===== src/design/bsf_pkg.sv =====
// Shared types and constants for the bounding sphere fit core.
package bsf_pkg;

  localparam int COORD_W        = 24;
  localparam int DIFF_W         = COORD_W + 1;
  localparam int SQ_W           = 2 * COORD_W - 1;
  localparam int SUMSQ_W        = 2 * COORD_W;
  localparam int ROOT_W         = COORD_W;
  localparam int RADIUS_W       = 25;
  localparam int MAX_POINTS_DEF = 1024;

  typedef struct packed {
    logic [COORD_W-1:0] z;
    logic [COORD_W-1:0] y;
    logic [COORD_W-1:0] x;
  } point_t;

  localparam int POINT_W = $bits(point_t);

  typedef struct packed {
    logic clear;
    logic valid;
  } dist_ctrl_t;

  typedef struct packed {
    logic busy;
  } dist_stat_t;

  typedef struct packed {
    logic busy;
    logic done;
  } sqrt_stat_t;

endpackage


===== src/design/bsf_dist.sv =====
// Squared distance pipeline with running maximum over the scanned points.
module bsf_dist (
  input  logic                          clk,
  input  logic                          rst,
  input  bsf_pkg::dist_ctrl_t           ctrl,
  input  bsf_pkg::point_t               pt,
  input  bsf_pkg::point_t               center,
  output bsf_pkg::dist_stat_t           stat,
  output logic [bsf_pkg::SUMSQ_W-1:0]   best
);

  localparam int DW = bsf_pkg::DIFF_W;
  localparam int SW = bsf_pkg::SQ_W;
  localparam int TW = bsf_pkg::SUMSQ_W;

  logic                 v_diff, v_sq, v_sum;
  logic signed [DW-1:0] dx, dy, dz;
  logic [SW-1:0]        sx, sy, sz;
  logic [TW-1:0]        sum;
  logic signed [2*DW-1:0] px, py, pz;

  assign px = dx * dx;
  assign py = dy * dy;
  assign pz = dz * dz;

  always_ff @(posedge clk) begin
    dx  <= $signed({pt.x[bsf_pkg::COORD_W-1], pt.x}) -
           $signed({center.x[bsf_pkg::COORD_W-1], center.x});
    dy  <= $signed({pt.y[bsf_pkg::COORD_W-1], pt.y}) -
           $signed({center.y[bsf_pkg::COORD_W-1], center.y});
    dz  <= $signed({pt.z[bsf_pkg::COORD_W-1], pt.z}) -
           $signed({center.z[bsf_pkg::COORD_W-1], center.z});
    // squares stay below 2^(SW) since each offset is at most half the span
    sx  <= px[SW-1:0];
    sy  <= py[SW-1:0];
    sz  <= pz[SW-1:0];
    sum <= {1'b0, sx} + {1'b0, sy} + {1'b0, sz};
  end

  always_ff @(posedge clk) begin
    if (rst) begin
      v_diff <= 1'b0;
      v_sq   <= 1'b0;
      v_sum  <= 1'b0;
      best   <= '0;
    end else begin
      v_diff <= ctrl.valid;
      v_sq   <= v_diff;
      v_sum  <= v_sq;
      if (ctrl.clear) begin
        best <= '0;
      end else if (v_sum && (sum > best)) begin
        best <= sum;
      end
    end
  end

  assign stat.busy = v_diff | v_sq | v_sum;

endmodule


===== config.mk =====
export PLATFORM = sky130hd
export DESIGN_NAME = bsf_dist
export DESIGN_NICKNAME = d
export VERILOG_FILES = /design/src/design/bsf_pkg.sv /design/src/design/bsf_dist.sv
export SDC_FILE = /design/constraint.sdc
export NUM_CORES = 2
export LEC_CHECK = 0
export BUFFER_PORTS_ARGS = -buffer_cell sky130_fd_sc_hd__buf_4
export CAP_MARGIN = 15
export CORE_MARGIN = 2
export CORE_UTILIZATION = 40
export CTS_CLUSTER_SIZE = 12
export DETAILED_ROUTE_END_ITERATION = 16
export GPL_TIMING_DRIVEN = 0
export PLACE_DENSITY_LB_ADDON = 0.12
export SYNTH_ARGS = -nofsm -noshare
export SYNTH_HDL_FRONTEND = slang
export SYNTH_SLANG_ARGS = --single-unit

===== constraint.sdc =====
create_clock -name clk -period 13.8 [get_ports clk]
set_clock_uncertainty 0.1 [all_clocks]
set_input_delay 0 -clock clk [delete_from_list [all_inputs] [get_ports clk]]
set_output_delay 0 -clock clk [all_outputs]
set_load 0.005 [all_outputs]

# After elaboration in Yosys (flattened, before gate mapping)

Index checks and enable logic that the tools add are counted.

Register bits: 315
Bits in latches: 0
RAM bits: 0
Bits in read-only memories: 0
Input bits: 148
Output and inout bits: 49
Word-level logic and storage cells: 24
Memories: 0

$add $sub $neg: 5
Multiply operators: 3
Div/mod/pow operators: 0
Magnitude comparators: 1
Equality and inequality tests: 0
Shift operators: 0
Multiplexer cells: 0
Bitwise operators: 2
Reductions and logical operators: 2

Operator list:

| cell              | number |
|---|---|
| $mul 25x25->47    | 3 |
| $sub 24x24->25    | 3 |
| $add 47x47->48    | 1 |
| $add 48x47->48    | 1 |
| $gt 48x48->1      | 1 |
| $or 1x1->1        | 2 |
| $reduce_or 2->1   | 1 |
| $logic_and 1x1->1 | 1 |

# Longest topological paths before layout

Depth after elaboration: 2
Gate-level depth with buffers: 28
Mapped depth without buffers: 27

# Least setup slack after synthesis

Ideal clock, no wire load.

Path type: register -> register
From: register dy[24]
To: register sy[45]
Setup time: 0.064 ns
Arrival: 6.983 ns
Required time: 13.636 ns
Setup slack: 6.652 ns
Cell stages (with the launch flop): 25
Path buffers: 2
Period minus slack after synthesis: 7.148 ns
Cells stage by stage: dfxtp_1 > clkbuf_1 > buf_1 > nand2_1 > inv_1 > fa_1 > fa_1 > inv_1 > fa_1 > inv_1 > fa_1 > fa_1 > fa_1 > fa_1 > ha_1 > a21o_1 > a21o_1 > a21o_1 > a21o_1 > a21o_1 > a21o_1 > a21oi_1 > mux2_2 > a41o_1 > nor2_1

Longest elaborated chain between the ends: 1

Ends and longest elaborated chain:

| what                     | line           | source |
|---|---|---|
| start: declaration       | bsf_dist.sv:17 | `logic signed [DW-1:0] dx, dy, dz;` |
| start signal: assignment | bsf_dist.sv:29 | `dy <= $signed({pt.y[bsf_pkg::COORD_W-1], pt.y}) -` |
| $mul 25x25->47           | bsf_dist.sv:23 | `assign py = dy * dy;` |
| named net py[45]         | bsf_dist.sv:20 | `logic signed [2*DW-1:0] px, py, pz;` |
| end signal: assignment   | bsf_dist.sv:35 | `sy <= py[SW-1:0];` |
| end: declaration         | bsf_dist.sv:18 | `logic [SW-1:0] sx, sy, sz;` |

The timed path passes the listed nets, and every way through them passes these cells.
A chain may end at the register's enable or synchronous reset.

# Final worst setup path

From: register dx[24]
To: register sx[46]

Longest elaborated chain between the ends: 1

Ends and longest elaborated chain:

| what                     | line           | source |
|---|---|---|
| start: declaration       | bsf_dist.sv:17 |  |
| start signal: assignment | bsf_dist.sv:27 | `dx <= $signed({pt.x[bsf_pkg::COORD_W-1], pt.x}) -` |
| $mul 25x25->47           | bsf_dist.sv:22 | `assign px = dx * dx;` |
| named net px[46]         | bsf_dist.sv:20 |  |
| end signal: assignment   | bsf_dist.sv:34 | `sx <= px[SW-1:0];` |
| end: declaration         | bsf_dist.sv:18 |  |

The timed path passes the listed nets, and every way through them passes these cells.

==> results.tsv <==
stage	metric	value	unit
cells_and_area	Non-Filler Cell Area, Final	82200	sq um
status	status	finished, final reports clean	
grt	largest net degree at the start of global routing	13	
floorplanning	I/O pin count	197	
sta	worst slew pin tran	1.15	ns
drt	wire per inst	20.4	um
sta	RSZ-0062 raised after global routing	false	
floorplanning	Initial Util	40.3	%
synthesis	simple-gate share of the synthesized area	10.0	%
worst_setup_path	Slowest-stage cell, CP	clkbuf_1	
sta	Slew HR	23.5	%
worst_setup_path	reg2reg start	dx[24]	
synthesis	Avg Cell Area, Syn	9.58	sq um
sta	Final Setup Violations	0	
worst_setup_path	Slowest Stage Delay on Critical Path	0.65	ns
synthesis	Mapped Area	73900	sq um
synthesis	ys async rst share	0	%
worst_setup_path	Worst setup startpoint	dx[24]	
synthesis	Gate Count Post-Synth	7712	
grt	overall routing resource usage	24.2	%
worst_setup_path	reg-to-reg critical path endpoint	sx[46]	
synthesis	Synth Flop Type	dfxtp_1	
synthesis	Synth Area in XOR/XNOR	3.52	%
synthesis	post-synth cell types	78	
placed_design	detailed placement HPWL	187	mm
worst_setup_path	Critical Path Stages	27	
worst_setup_path	CP Launch Type	flip-flop	
clock_tree	CTS root buf	clkbuf_16	
clock_tree	CTS Buffer Depth	3	
drt	Pre-antenna DRT Iters	7	
worst_setup_path	worst path bufs/invs	8	
worst_setup_path	Crit. End Element	flip-flop	
sta	WHS	0.0485	ns
worst_setup_path	crit path DAT	9.81	ns
worst_setup_path	Reg2Reg Depth	27	
clock_tree	htree depth	2	
synthesis	Post-synth EDFFs	0	
drt	vias post-DR	52085	
synthesis	post-synthesis sequential area ratio	8.46	%
floorplanning	die area	188000	sq um
synthesis	synthesized flop and latch total	312	
worst_setup_path	CP most frequent cell	fa_1	
drt	drc violations	0	
cells_and_area	commonest non-fill, non-tap cell in the layout	inv_1	
sta	Final Cycle Share	68.5	%
worst_setup_path	Critical Path Sink	sx[46]	
floorplanning	Die X	434	um
drt	Post-Route WL	218	mm
floorplanning	core area	183000	sq um
synthesis	Warnings, synthesis	0	
sta	Slew Limit Fails	0	
sta	Final WS setup	4.35	ns
synthesis	post-synthesis compound-gate area fraction	6.23	%
worst_setup_path	critical path's top delay family	adder cells	
clock_tree	CTS tree	built	
run	max cap viols	0	
grt	first-pass GRT wire length	341	mm
placed_design	placed instance area	78400	sq um
worst_setup_path	CP max FO	10	
floorplanning	# rows	157	
worst_setup_path	reg2reg setup slack	4.35	ns
sta	fmax	106	MHz
clock_tree	clk sink count	312	
cells_and_area	most frequent cells in the layout	2212 x inv_1, 1790 x fa_1, 630 x nand2_1	
clock_tree	Worst-Skew Late Latency	0.66	ns
placed_design	Setup WS pre-CTS	4.36	ns
floorplanning	die span in y	434	um
worst_setup_path	worst path required time	14.16	ns
placed_design	Port Buffers	196	
sta	final worst path period need	9.45	ns
worst_hold_path	hold path depth	3	
sta	setup TNS	0	ns
worst_hold_path	Min-Delay Path Class	in2reg	
clock_tree	total CTS buffers	41	
cells_and_area	Area Overhead vs Synth	11.3	%
clock_tree	Setup Buffers After CTS	0	
sta	Fin. Hold Viols	0	
placed_design	GP Congestion	0.944	
clock_tree	Clk pin slew, worst setup/hold paths	0.06	ns
synthesis	largest family of logic cells by synthesized area	adder cells	
worst_setup_path	path type of the worst setup path	reg2reg	
drt	drt via density	4.88	
synthesis	adder-cell area share of the yosys netlist	58.7	%
grt	initial antenna violation count	18	
drt	DRT antenna net count	0	
grt	vias in the first global route	57706	
grt	remaining global-route overflow	0	
cells_and_area	fraction of layout cells with a size suffix above 1	3.70	%
cells_and_area	fin nets	10722	
synthesis	multiplexer share of the synthesized area	0.766	%
drt	Iteration-0 DRC Markers	2889	
area by class of cell:
type	instances	area, sq um
antenna	5	12.5
buffer	196	743
clock buffer	57	1200
clock inverter	17	279
fill	17952	101000
inverter	2212	8300
multi-input combinational	4994	58600
sequential	312	6250
tap	2464	3080
timing repair buffer	424	3750
worst register-to-register path, cell delays in order (launching register included):
cell and delay (ns):
dfxtp_1 0.46, clkbuf_1 0.65, clkbuf_1 0.65, nand2_1 0.30, inv_1 0.16, fa_1 0.52, fa_1 0.54, inv_1 0.06
fa_1 0.49, fa_1 0.54, inv_1 0.06, fa_1 0.45, fa_1 0.51, inv_1 0.05, fa_1 0.47, inv_1 0.04
ha_1 0.25, clkbuf_1 0.35, nand3_1 0.15, nor2_1 0.18, nand3_1 0.13, a21oi_1 0.37, o21ai_0 0.24, a31oi_1 0.62
a41o_1 0.34, nand2_1 0.07, a21oi_1 0.15, xnor2_1 0.36
flip-flops by register name, indices dropped and copies added, names as in the netlist:
| signal | count |
|---|---|
| best | 48 |
| sum | 48 |
| sx | 46 |
| sy | 46 |
| sz | 46 |
| dx | 25 |
| dy | 25 |
| dz | 25 |
| v_diff | 1 |
| v_sq | 1 |
| v_sum | 1 |
kinds of logic after synthesis:
| family | after synthesis |
|---|---|
| other | 1 |
| buffers and inverters | 2408 |
| xor gates and xnor gates | 297 |
| AOI/OAI and AO/OA | 707 |
| muxes | 56 |
| adders and majority gates | 2393 |
| DFF | 312 |
| and+or+nand+nor | 1538 |
worst min-delay path by stage:
| stage | start | end | slack [ns] |
|---|---|---|---|
| 2_1_floorplan | rst | v_diff | -0.03 |
| 3_3_place_gp | rst | v_sq | 0.08 |
| 3_5_place_dp | rst | v_sq | 0.09 |
| 4_1_cts | ctrl[0] | v_diff | 0.01 |
| 5_1_grt | ctrl[0] | v_diff | 0.04 |
| 6_report | ctrl[0] | v_diff | 0.05 |
routing by layer:
| layer | up-vias | share of wire [%] | routed length [um] | track usage (%) |
|---|---|---|---|---|
| met2 | 1180 | 48 | 105000 | 40.7 |
| met5 | - | 0 | 0 | 0 |
| met1 | 26987 | 43 | 94200 | 32.7 |
| met3 | 232 | 4.9 | 10600 | 2.70 |
| met4 | 0 | 3.6 | 7760 | 7.35 |
| li1 | 23686 | - | - | - |
per-stage QoR:
stage	utilization (%)	cells
after CTS	44.8	10676
after detailed placement	42.8	10374
final	44.9	10681
after global routing	44.8	10677
after floorplan	-	7714
after global placement	42.8	10374
what timing repair did:
| item | CTS | global route |
|---|---|---|
| endpoints found under the hold margin | 78 | 0 |
| hold buffers | 228 | 0 |
| gates resized for setup | 0 | 0 |
synthesized netlist by cell type, types with 8 or more instances:
master | instances | area share, %
a31oi_1 | 17 | 0.14
ha_1 | 603 | 10
or2_2 | 11 | 0.093
and2_1 | 351 | 3.0
mux2i_1 | 52 | 0.70
nor2b_1 | 83 | 0.70
o21a_1 | 39 | 0.40
fa_1 | 1790 | 49
or3_1 | 11 | 0.093
nor3_1 | 33 | 0.22
nand3_1 | 42 | 0.28
nand4_1 | 33 | 0.28
o21ai_0 | 128 | 0.87
a21o_1 | 141 | 1.4
o211ai_1 | 11 | 0.11
xnor2_1 | 208 | 2.5
a21oi_1 | 212 | 1.4
and3_1 | 37 | 0.31
nand3b_1 | 8 | 0.081
inv_1 | 2212 | 11
nand2_1 | 630 | 3.2
o21bai_1 | 31 | 0.32
clkbuf_1 | 185 | 0.94
o31ai_1 | 9 | 0.091
xor2_1 | 89 | 1.1
dfxtp_1 | 312 | 8.5
nand2b_1 | 46 | 0.39
nor2_1 | 230 | 1.2
a21boi_0 | 9 | 0.091
a211oi_1 | 24 | 0.24
Power is not shown: default switching activity piles up to over one toggle a cycle in this logic, so the estimate is an artifact.
