===== src/design/bsf_pkg.sv =====
// Shared types and constants for the bounding sphere fit core.
package bsf_pkg;

  localparam int COORD_W        = 24;
  localparam int DIFF_W         = COORD_W + 1;
  localparam int SQ_W           = 2 * COORD_W - 1;
  localparam int SUMSQ_W        = 2 * COORD_W;
  localparam int ROOT_W         = COORD_W;
  localparam int RADIUS_W       = 25;
  localparam int MAX_POINTS_DEF = 1024;

  typedef struct packed {
    logic [COORD_W-1:0] z;
    logic [COORD_W-1:0] y;
    logic [COORD_W-1:0] x;
  } point_t;

  localparam int POINT_W = $bits(point_t);

  typedef struct packed {
    logic clear;
    logic valid;
  } dist_ctrl_t;

  typedef struct packed {
    logic busy;
  } dist_stat_t;

  typedef struct packed {
    logic busy;
    logic done;
  } sqrt_stat_t;

endpackage


===== src/design/bsf_isqrt.sv =====
// Floor square root, one result bit per cycle.
module bsf_isqrt (
  input  logic                          clk,
  input  logic                          rst,
  input  logic                          start,
  input  logic [bsf_pkg::SUMSQ_W-1:0]   radicand,
  output bsf_pkg::sqrt_stat_t           stat,
  output logic [bsf_pkg::ROOT_W-1:0]    root
);

  localparam int RW = bsf_pkg::ROOT_W;
  localparam int NW = bsf_pkg::SUMSQ_W;
  localparam int CW = $clog2(RW + 1);

  logic [NW-1:0] rad;
  logic [RW:0]   rem;
  logic [CW-1:0] steps;
  logic          busy, done;
  logic [RW+2:0] rem_t, trial, diff;
  logic          fits;

  assign rem_t = {rem, rad[NW-1 -: 2]};
  assign trial = {1'b0, root, 2'b01};
  assign diff  = rem_t - trial;
  assign fits  = (rem_t >= trial);

  always_ff @(posedge clk) begin
    if (rst) begin
      busy  <= 1'b0;
      done  <= 1'b0;
      steps <= '0;
    end else begin
      done <= 1'b0;
      if (start) begin
        busy  <= 1'b1;
        steps <= CW'(RW);
      end else if (busy) begin
        steps <= steps - 1'b1;
        if (steps == CW'(1)) begin
          busy <= 1'b0;
          done <= 1'b1;
        end
      end
    end
  end

  always_ff @(posedge clk) begin
    if (start) begin
      rad  <= radicand;
      rem  <= '0;
      root <= '0;
    end else if (busy) begin
      rad  <= {rad[NW-3:0], 2'b00};
      rem  <= fits ? diff[RW:0] : rem_t[RW:0];
      root <= {root[RW-2:0], fits};
    end
  end

  assign stat.busy = busy;
  assign stat.done = done;

endmodule


===== config.mk =====
export PLATFORM = sky130hd
export DESIGN_NAME = bsf_isqrt
export DESIGN_NICKNAME = d
export VERILOG_FILES = /design/src/design/bsf_pkg.sv /design/src/design/bsf_isqrt.sv
export SDC_FILE = /design/constraint.sdc
export NUM_CORES = 1
export LEC_CHECK = 0
export BUFFER_PORTS_ARGS = -buffer_cell sky130_fd_sc_hd__buf_2
export CAP_MARGIN = 20
export CORE_MARGIN = 3
export CORE_UTILIZATION = 58
export DETAILED_ROUTE_END_ITERATION = 16
export PLACE_DENSITY = 0.8
export SETUP_SLACK_MARGIN = 0.02
export SLEW_MARGIN = 0
export SYNTH_ARGS = -nofsm -noshare
export SYNTH_HDL_FRONTEND = slang
export SYNTH_SLANG_ARGS = --single-unit

===== constraint.sdc =====
create_clock -name clk -period 3 [get_ports clk]
set_input_delay 0.6 -clock clk [delete_from_list [all_inputs] [get_ports clk]]
set_output_delay 0.6 -clock clk [all_outputs]
set_load 0.05 [all_outputs]

==> After elaboration in Yosys (flattened, before gate mapping) <==
Index checks and enable logic that the tools add are counted.
{ "word_totals": {"regBits": 104, "output_inout_bits": 26, "wordCells": 24} }
{ "op_classes": {"n_addsub": 2, "magnitude_cmp": 1, "eq_ne": 1, "muxes": 9, "bitwise": 1, "reduce_logical": 3} }
{ "ops": {"columns": ["cell", "count"], "rows": [
  ["48-bit two-way mux", 2],
  ["27-bit by 26-bit >= comparator with 1-bit output", 1],
  ["25-bit two-way mux", 1],
  ["25-bit subtractor", 1],
  ["5-bit two-way mux", 2],
  ["5-bit by 1-bit equality test with 1-bit output, second input constant", 1],
  ["5-bit by 1-bit subtractor with 5-bit output, second input constant", 1],
  ["1-bit two-way mux", 4],
  ["3-bit OR reduction", 1],
  ["2-bit nonzero test", 1],
  ["2-bit OR reduction", 1],
  ["1-bit inverter", 1]
]} }

==> Depth between registers and ports, before layout <==
{ "logic_depth": {"ltp_word": 4, "mapped_depth": 12, "mapped_depth_nobuf": 10} }

==> Worst setup path after synthesis <==
OpenSTA, ideal clock, no wires.
{ "synth_timing": {"kind": "register to register", "startpoint": "register root[10] (netlist name)", "endpoint": "register rem[16]", "setup_time_ns": 0.086, "t_arrival_ns": 2.742, "t_required_ns": 2.914, "slack_ns": 0.173, "path_stages_with_launch": 12, "period_less_slack_ns": 2.827, "cell_sequence": "dfxtp_1 > inv_1 > ha_1 > a21o_1 > a21o_1 > a221oi_2 > nand2_2 > a21o_2 > a21o_2 > buf_6 > mux2i_1 > a211oi_1"} }
{ "synth_between": {"elab_chain_len": 2} }
{ "synth_lines": {"columns": ["element", "line_no", "text"], "rows": [
  ["start: declaration", "bsf_isqrt.sv:8", "output logic [bsf_pkg::ROOT_W-1:0] root"],
  ["start signal: assignment", "bsf_isqrt.sv:55", "root <= {root[RW-2:0], fits};"],
  ["25-bit subtractor or 27-bit by 26-bit >= comparator with 1-bit output (tied branches)", "bsf_isqrt.sv:24, bsf_isqrt.sv:25", null],
  ["25-bit two-way mux *", "bsf_isqrt.sv:54", "rem <= fits ? diff[RW:0] : rem_t[RW:0];"],
  ["end signal: assignment", "bsf_isqrt.sv:54", null],
  ["end: declaration", "bsf_isqrt.sv:16", "logic [RW:0] rem;"]
]} }
Every way passes the cells marked *; elsewhere a longest branch is shown, timed or not.
A chain may end at the register's enable or synchronous reset.

==> Final worst setup path <==
{ "layout_timing": {"startpoint": "register root[10] (netlist name)", "endpoint": "register rem[3]"} }
{ "layout_between": {"elab_chain_len": 2} }
{ "layout_lines": {"columns": ["element", "line_no", "text"], "rows": [
  ["27-bit by 26-bit >= comparator with 1-bit output", "bsf_isqrt.sv:25", "assign fits = (rem_t >= trial);"],
  ["25-bit two-way mux", "bsf_isqrt.sv:54", null]
]} }
Every way passes these cells.

==> qor.csv <==
stage;metric;value;unit
timing;hold_violations;0;
setup_path;timing.reg2reg.setup_slack;0.25;ns
yosys;syn_nets;651;
layout;layout-drive-gt1-share;27.0;%
setup_path;worst_setup_path_start_kind;flip-flop;
route;post_route_antenna_net_violation_count;0;
place;place.port_buffers;76;
hold_path;hold_depth;2;
yosys;mapped_cells;572;
layout;final_core_utilization;67.4;%
yosys;synth_cell_type_count;58;
route;vias;4399;
setup_path;crit_fanout;18;
floorplanning;fp.dieW;106;µm
timing;tightest_slew;0.566;ns
floorplanning;pin_count;77;
route;total_wirelength_of_the_detailed_routed_design;11800;µm
yosys;synth_largest_type_area_fraction;24.6;%
timing;final.setup.tns;0;ns
place;post-place-ws;0.176;ns
floorplanning;fp.dieArea;11300;µm²
power_and_ir_drop;power_leakage;2.68;nW
yosys;synthesized_area;5860;µm²
layout;nNetsFinal;715;
timing;final-setup-viol-count;0;
global_routing;largest_net_degree_at_the_start_of_global_routing;49;
floorplanning;core.rowCount;36;
yosys;synth_enable_flop_cells;48;
yosys;synth_sequential_area_ratio;43.8;%
floorplanning;initial_core_utilization;59.9;%
power_and_ir_drop;report.power.total;6.21;mW
yosys;ys_dominant_reg_cell;sky130_fd_sc_hd__dfxtp_1;
place;place.detailed.hpwl;8500;µm
power_and_ir_drop;vdd_ir_drop_max;0.495;mV
run_status;outcome;complete, no violations;
power_and_ir_drop;power-per-cell-area;942;nW/µm²
setup_path;required_time_at_the_endpoint_of_the_critical_path;3.30;ns
global_routing;grt_pass1_vias;4330;
flow_run;cap_violations;0;
global_routing;grt_util_all_layers;22.3;%
yosys;syn-mean-instance-area;10.2;µm²
yosys;netlist_top_cells_area;sky130_fd_sc_hd__edfxtp_1 25%, sky130_fd_sc_hd__dfxtp_1 19%, sky130_fd_sc_hd__mux2_2 8.8%;
global_routing;grt_antenna_before_repair;0;
cts;cts-root-buf;sky130_fd_sc_hd__clkbuf_8;
setup_path;worstSetupEndpointType;flip-flop;
cts;clkTransAtPathRegs;0.11;ns
yosys;synth_async_sr_flop_share;0;%
cts;clock_tree.buffer_depth;2;
timing;slew_headroom;62.1;%
timing;fmax;363;MHz
timing;setup_slack;0.249;ns
yosys;post-synth-top-area-cell;sky130_fd_sc_hd__edfxtp_1;
cts;hold_buffers;0;
cts;cts.sink_count;104;
hold_path;type_of_the_most_critical_hold_path;input pin to flip-flop;
hold_path;hold_path_startpoint;rst;
cts;tritoncts.num_buffers;9;
timing;final_period_minus_worst_setup_slack;2.75;ns
layout;area_growth_syn_to_layout;12.5;%
global_routing;grt_first_pass_wirelength;20300;µm
yosys;ys.warnings.count;0;
hold_path;whs_endpoint;busy;
cts;post-cts-setup-buffer-count;0;
floorplanning;core_area;9770;µm²
floorplanning;die_y;106;µm
global_routing;globalRoute.totalOverflow;0;
setup_path;critical_path_arrival;3.05;ns
timing;rsz_0062_raised_after_global_routing;false;
route;dr.first_iter.drc_count;219;
setup_path;timing.rr.end;rem[3];
route;drt-wirelength-per-cell;15.3;µm
timing;fin_worst_skew;0.0156;ns
layout;insertedDiodeCount;0;
place;globalplace.congestion;0.930;
setup_path;critical_path.reg2reg.startpoint;root[10];
route;routed_via_density;5.68;
setup_path;crit_type;flip-flop to flip-flop;
route;drt_drc_violations_left;0;
timing;timing.final.max_slew_violations;0;
setup_path;worst-r2r-cell-count;11;
cts;ctsHtreeMaxLevel;3;
route;firstDrtPassIters;5;
timing;final_min_period_over_clock_period;91.7;%
cts;cts_tree;built;
yosys;yosys_register_bits;104;
cts;clk-insertion-delay-late;0.39;ns
## stage by stage
step                      std cells  instance area (µm²)  hold slack (ns)
after floorplan                 572                 5860            0.442
after global placement          758                 6340            0.460
after detailed placement        758                 6340            0.482
after CTS                       774                 6580            0.442
after global routing            774                 6590            0.457
final                           774                 6590            0.447
## Yosys cell counts, types with 4 or more instances
cell type and number:
sky130_fd_sc_hd__o21a_1 4, sky130_fd_sc_hd__mux2_2 46, sky130_fd_sc_hd__and2_1 7, sky130_fd_sc_hd__buf_6 4
sky130_fd_sc_hd__o21ai_1 4, sky130_fd_sc_hd__mux2i_1 32, sky130_fd_sc_hd__nand3_1 12, sky130_fd_sc_hd__and3_1 5
sky130_fd_sc_hd__o21ai_0 14, sky130_fd_sc_hd__edfxtp_1 48, sky130_fd_sc_hd__a21oi_1 21, sky130_fd_sc_hd__a311oi_2 11
sky130_fd_sc_hd__xnor2_1 16, sky130_fd_sc_hd__clkbuf_1 17, sky130_fd_sc_hd__a211oi_1 10, sky130_fd_sc_hd__dfxtp_1 56
sky130_fd_sc_hd__nand2_1 41, sky130_fd_sc_hd__a21o_1 7, sky130_fd_sc_hd__ha_1 28, sky130_fd_sc_hd__nor2b_1 4
sky130_fd_sc_hd__inv_1 38, sky130_fd_sc_hd__nor3_1 8, sky130_fd_sc_hd__o31ai_1 7, sky130_fd_sc_hd__nor2_1 64
sky130_fd_sc_hd__nand2b_1 7, sky130_fd_sc_hd__xor2_1 5, sky130_fd_sc_hd__buf_1 5
## cells by family after synthesis
kind of cell	share of synthesized area [%]
buffers and inverters	5.21
AO/OA/AOI/OAI	14.1
multiplexers	14.3
AND/OR/NAND/NOR	13.5
flip-flops	43.8
adder cells (fa/ha/maj)	5.98
XOR/XNOR	3.14
## registers in the layout, indices dropped and copies added (netlist names)
signal / flops
rad: 48
rem: 25
root: 24
steps: 5
busy: 1
done: 1
## power by group
group | switching [mW] | leakage [nW] | internal, mW
sequential | 0.150 | 0.942 | 1.69
combinational | 1.92 | 1.62 | 1.43
clock | 0.522 | 0.118 | 0.489
total | 2.60 | 2.68 | 3.61
## how the worst max path moves through the flow
stage | start | endpoint | slack (ns) | cells past startpoint
after floorplan | root[10] | rem[16] | 0.17 | 11
after global placement | root[6] | rem[9] | 0.33 | 10
after detailed placement | root[6] | rem[17] | 0.18 | 10
after CTS | root[6] | rem[13] | 0.13 | 10
after global routing | root[13] | rem[3] | 0.05 | 11
final | root[10] | rem[3] | 0.25 | 11
## cell type report
class | count | area (µm²)
sequential | 104 | 2570
multi-input combinational | 398 | 3000
tap | 133 | 166
fill | 772 | 3190
inverter | 38 | 143
timing repair buffer | 85 | 475
clock buffer | 9 | 124
clock inverter | 7 | 111
## what timing repair did
action,CTS,global route
resized for setup,0,2
hold endpoints to repair,0,0
endpoints found under the setup margin,0,8
## metal layers
| metal | GRT usage, % | vias up | wire, µm |
|---|---|---|---|
| met3 | 6.01 | 31 | 754 |
| met4 | 9.22 | 0 | 312 |
| met5 | 0 | - | 0 |
| li1 | - | 2167 | - |
| met1 | 29.4 | 2088 | 5230 |
| met2 | 35.0 | 113 | 5520 |
## cells in the final DEF, fill, tap and decap left out, types with 21 or more instances in the layout
| cell | instances |
|---|---|
| sky130_fd_sc_hd__buf_2 | 75 |
| sky130_fd_sc_hd__nor2_1 | 64 |
| sky130_fd_sc_hd__mux2i_1 | 32 |
| sky130_fd_sc_hd__inv_1 | 37 |
| sky130_fd_sc_hd__dfxtp_1 | 55 |
| sky130_fd_sc_hd__ha_1 | 28 |
| sky130_fd_sc_hd__mux2_2 | 46 |
| sky130_fd_sc_hd__nand2_1 | 41 |
| sky130_fd_sc_hd__edfxtp_1 | 48 |
| sky130_fd_sc_hd__a21oi_1 | 21 |
## worst max-delay path, stage by stage (launching register included)
cell and delay (ns):
sky130_fd_sc_hd__dfxtp_1 0.40, sky130_fd_sc_hd__inv_1 0.06, sky130_fd_sc_hd__ha_1 0.34, sky130_fd_sc_hd__a21o_1 0.19, sky130_fd_sc_hd__a21o_1 0.22, sky130_fd_sc_hd__a221oi_2 0.35
sky130_fd_sc_hd__nand2_2 0.13, sky130_fd_sc_hd__a21o_2 0.25, sky130_fd_sc_hd__a21oi_4 0.23, sky130_fd_sc_hd__buf_12 0.19, sky130_fd_sc_hd__nand2_1 0.08, sky130_fd_sc_hd__a311oi_2 0.24
Note: power is estimated with default switching activity, not from simulation.
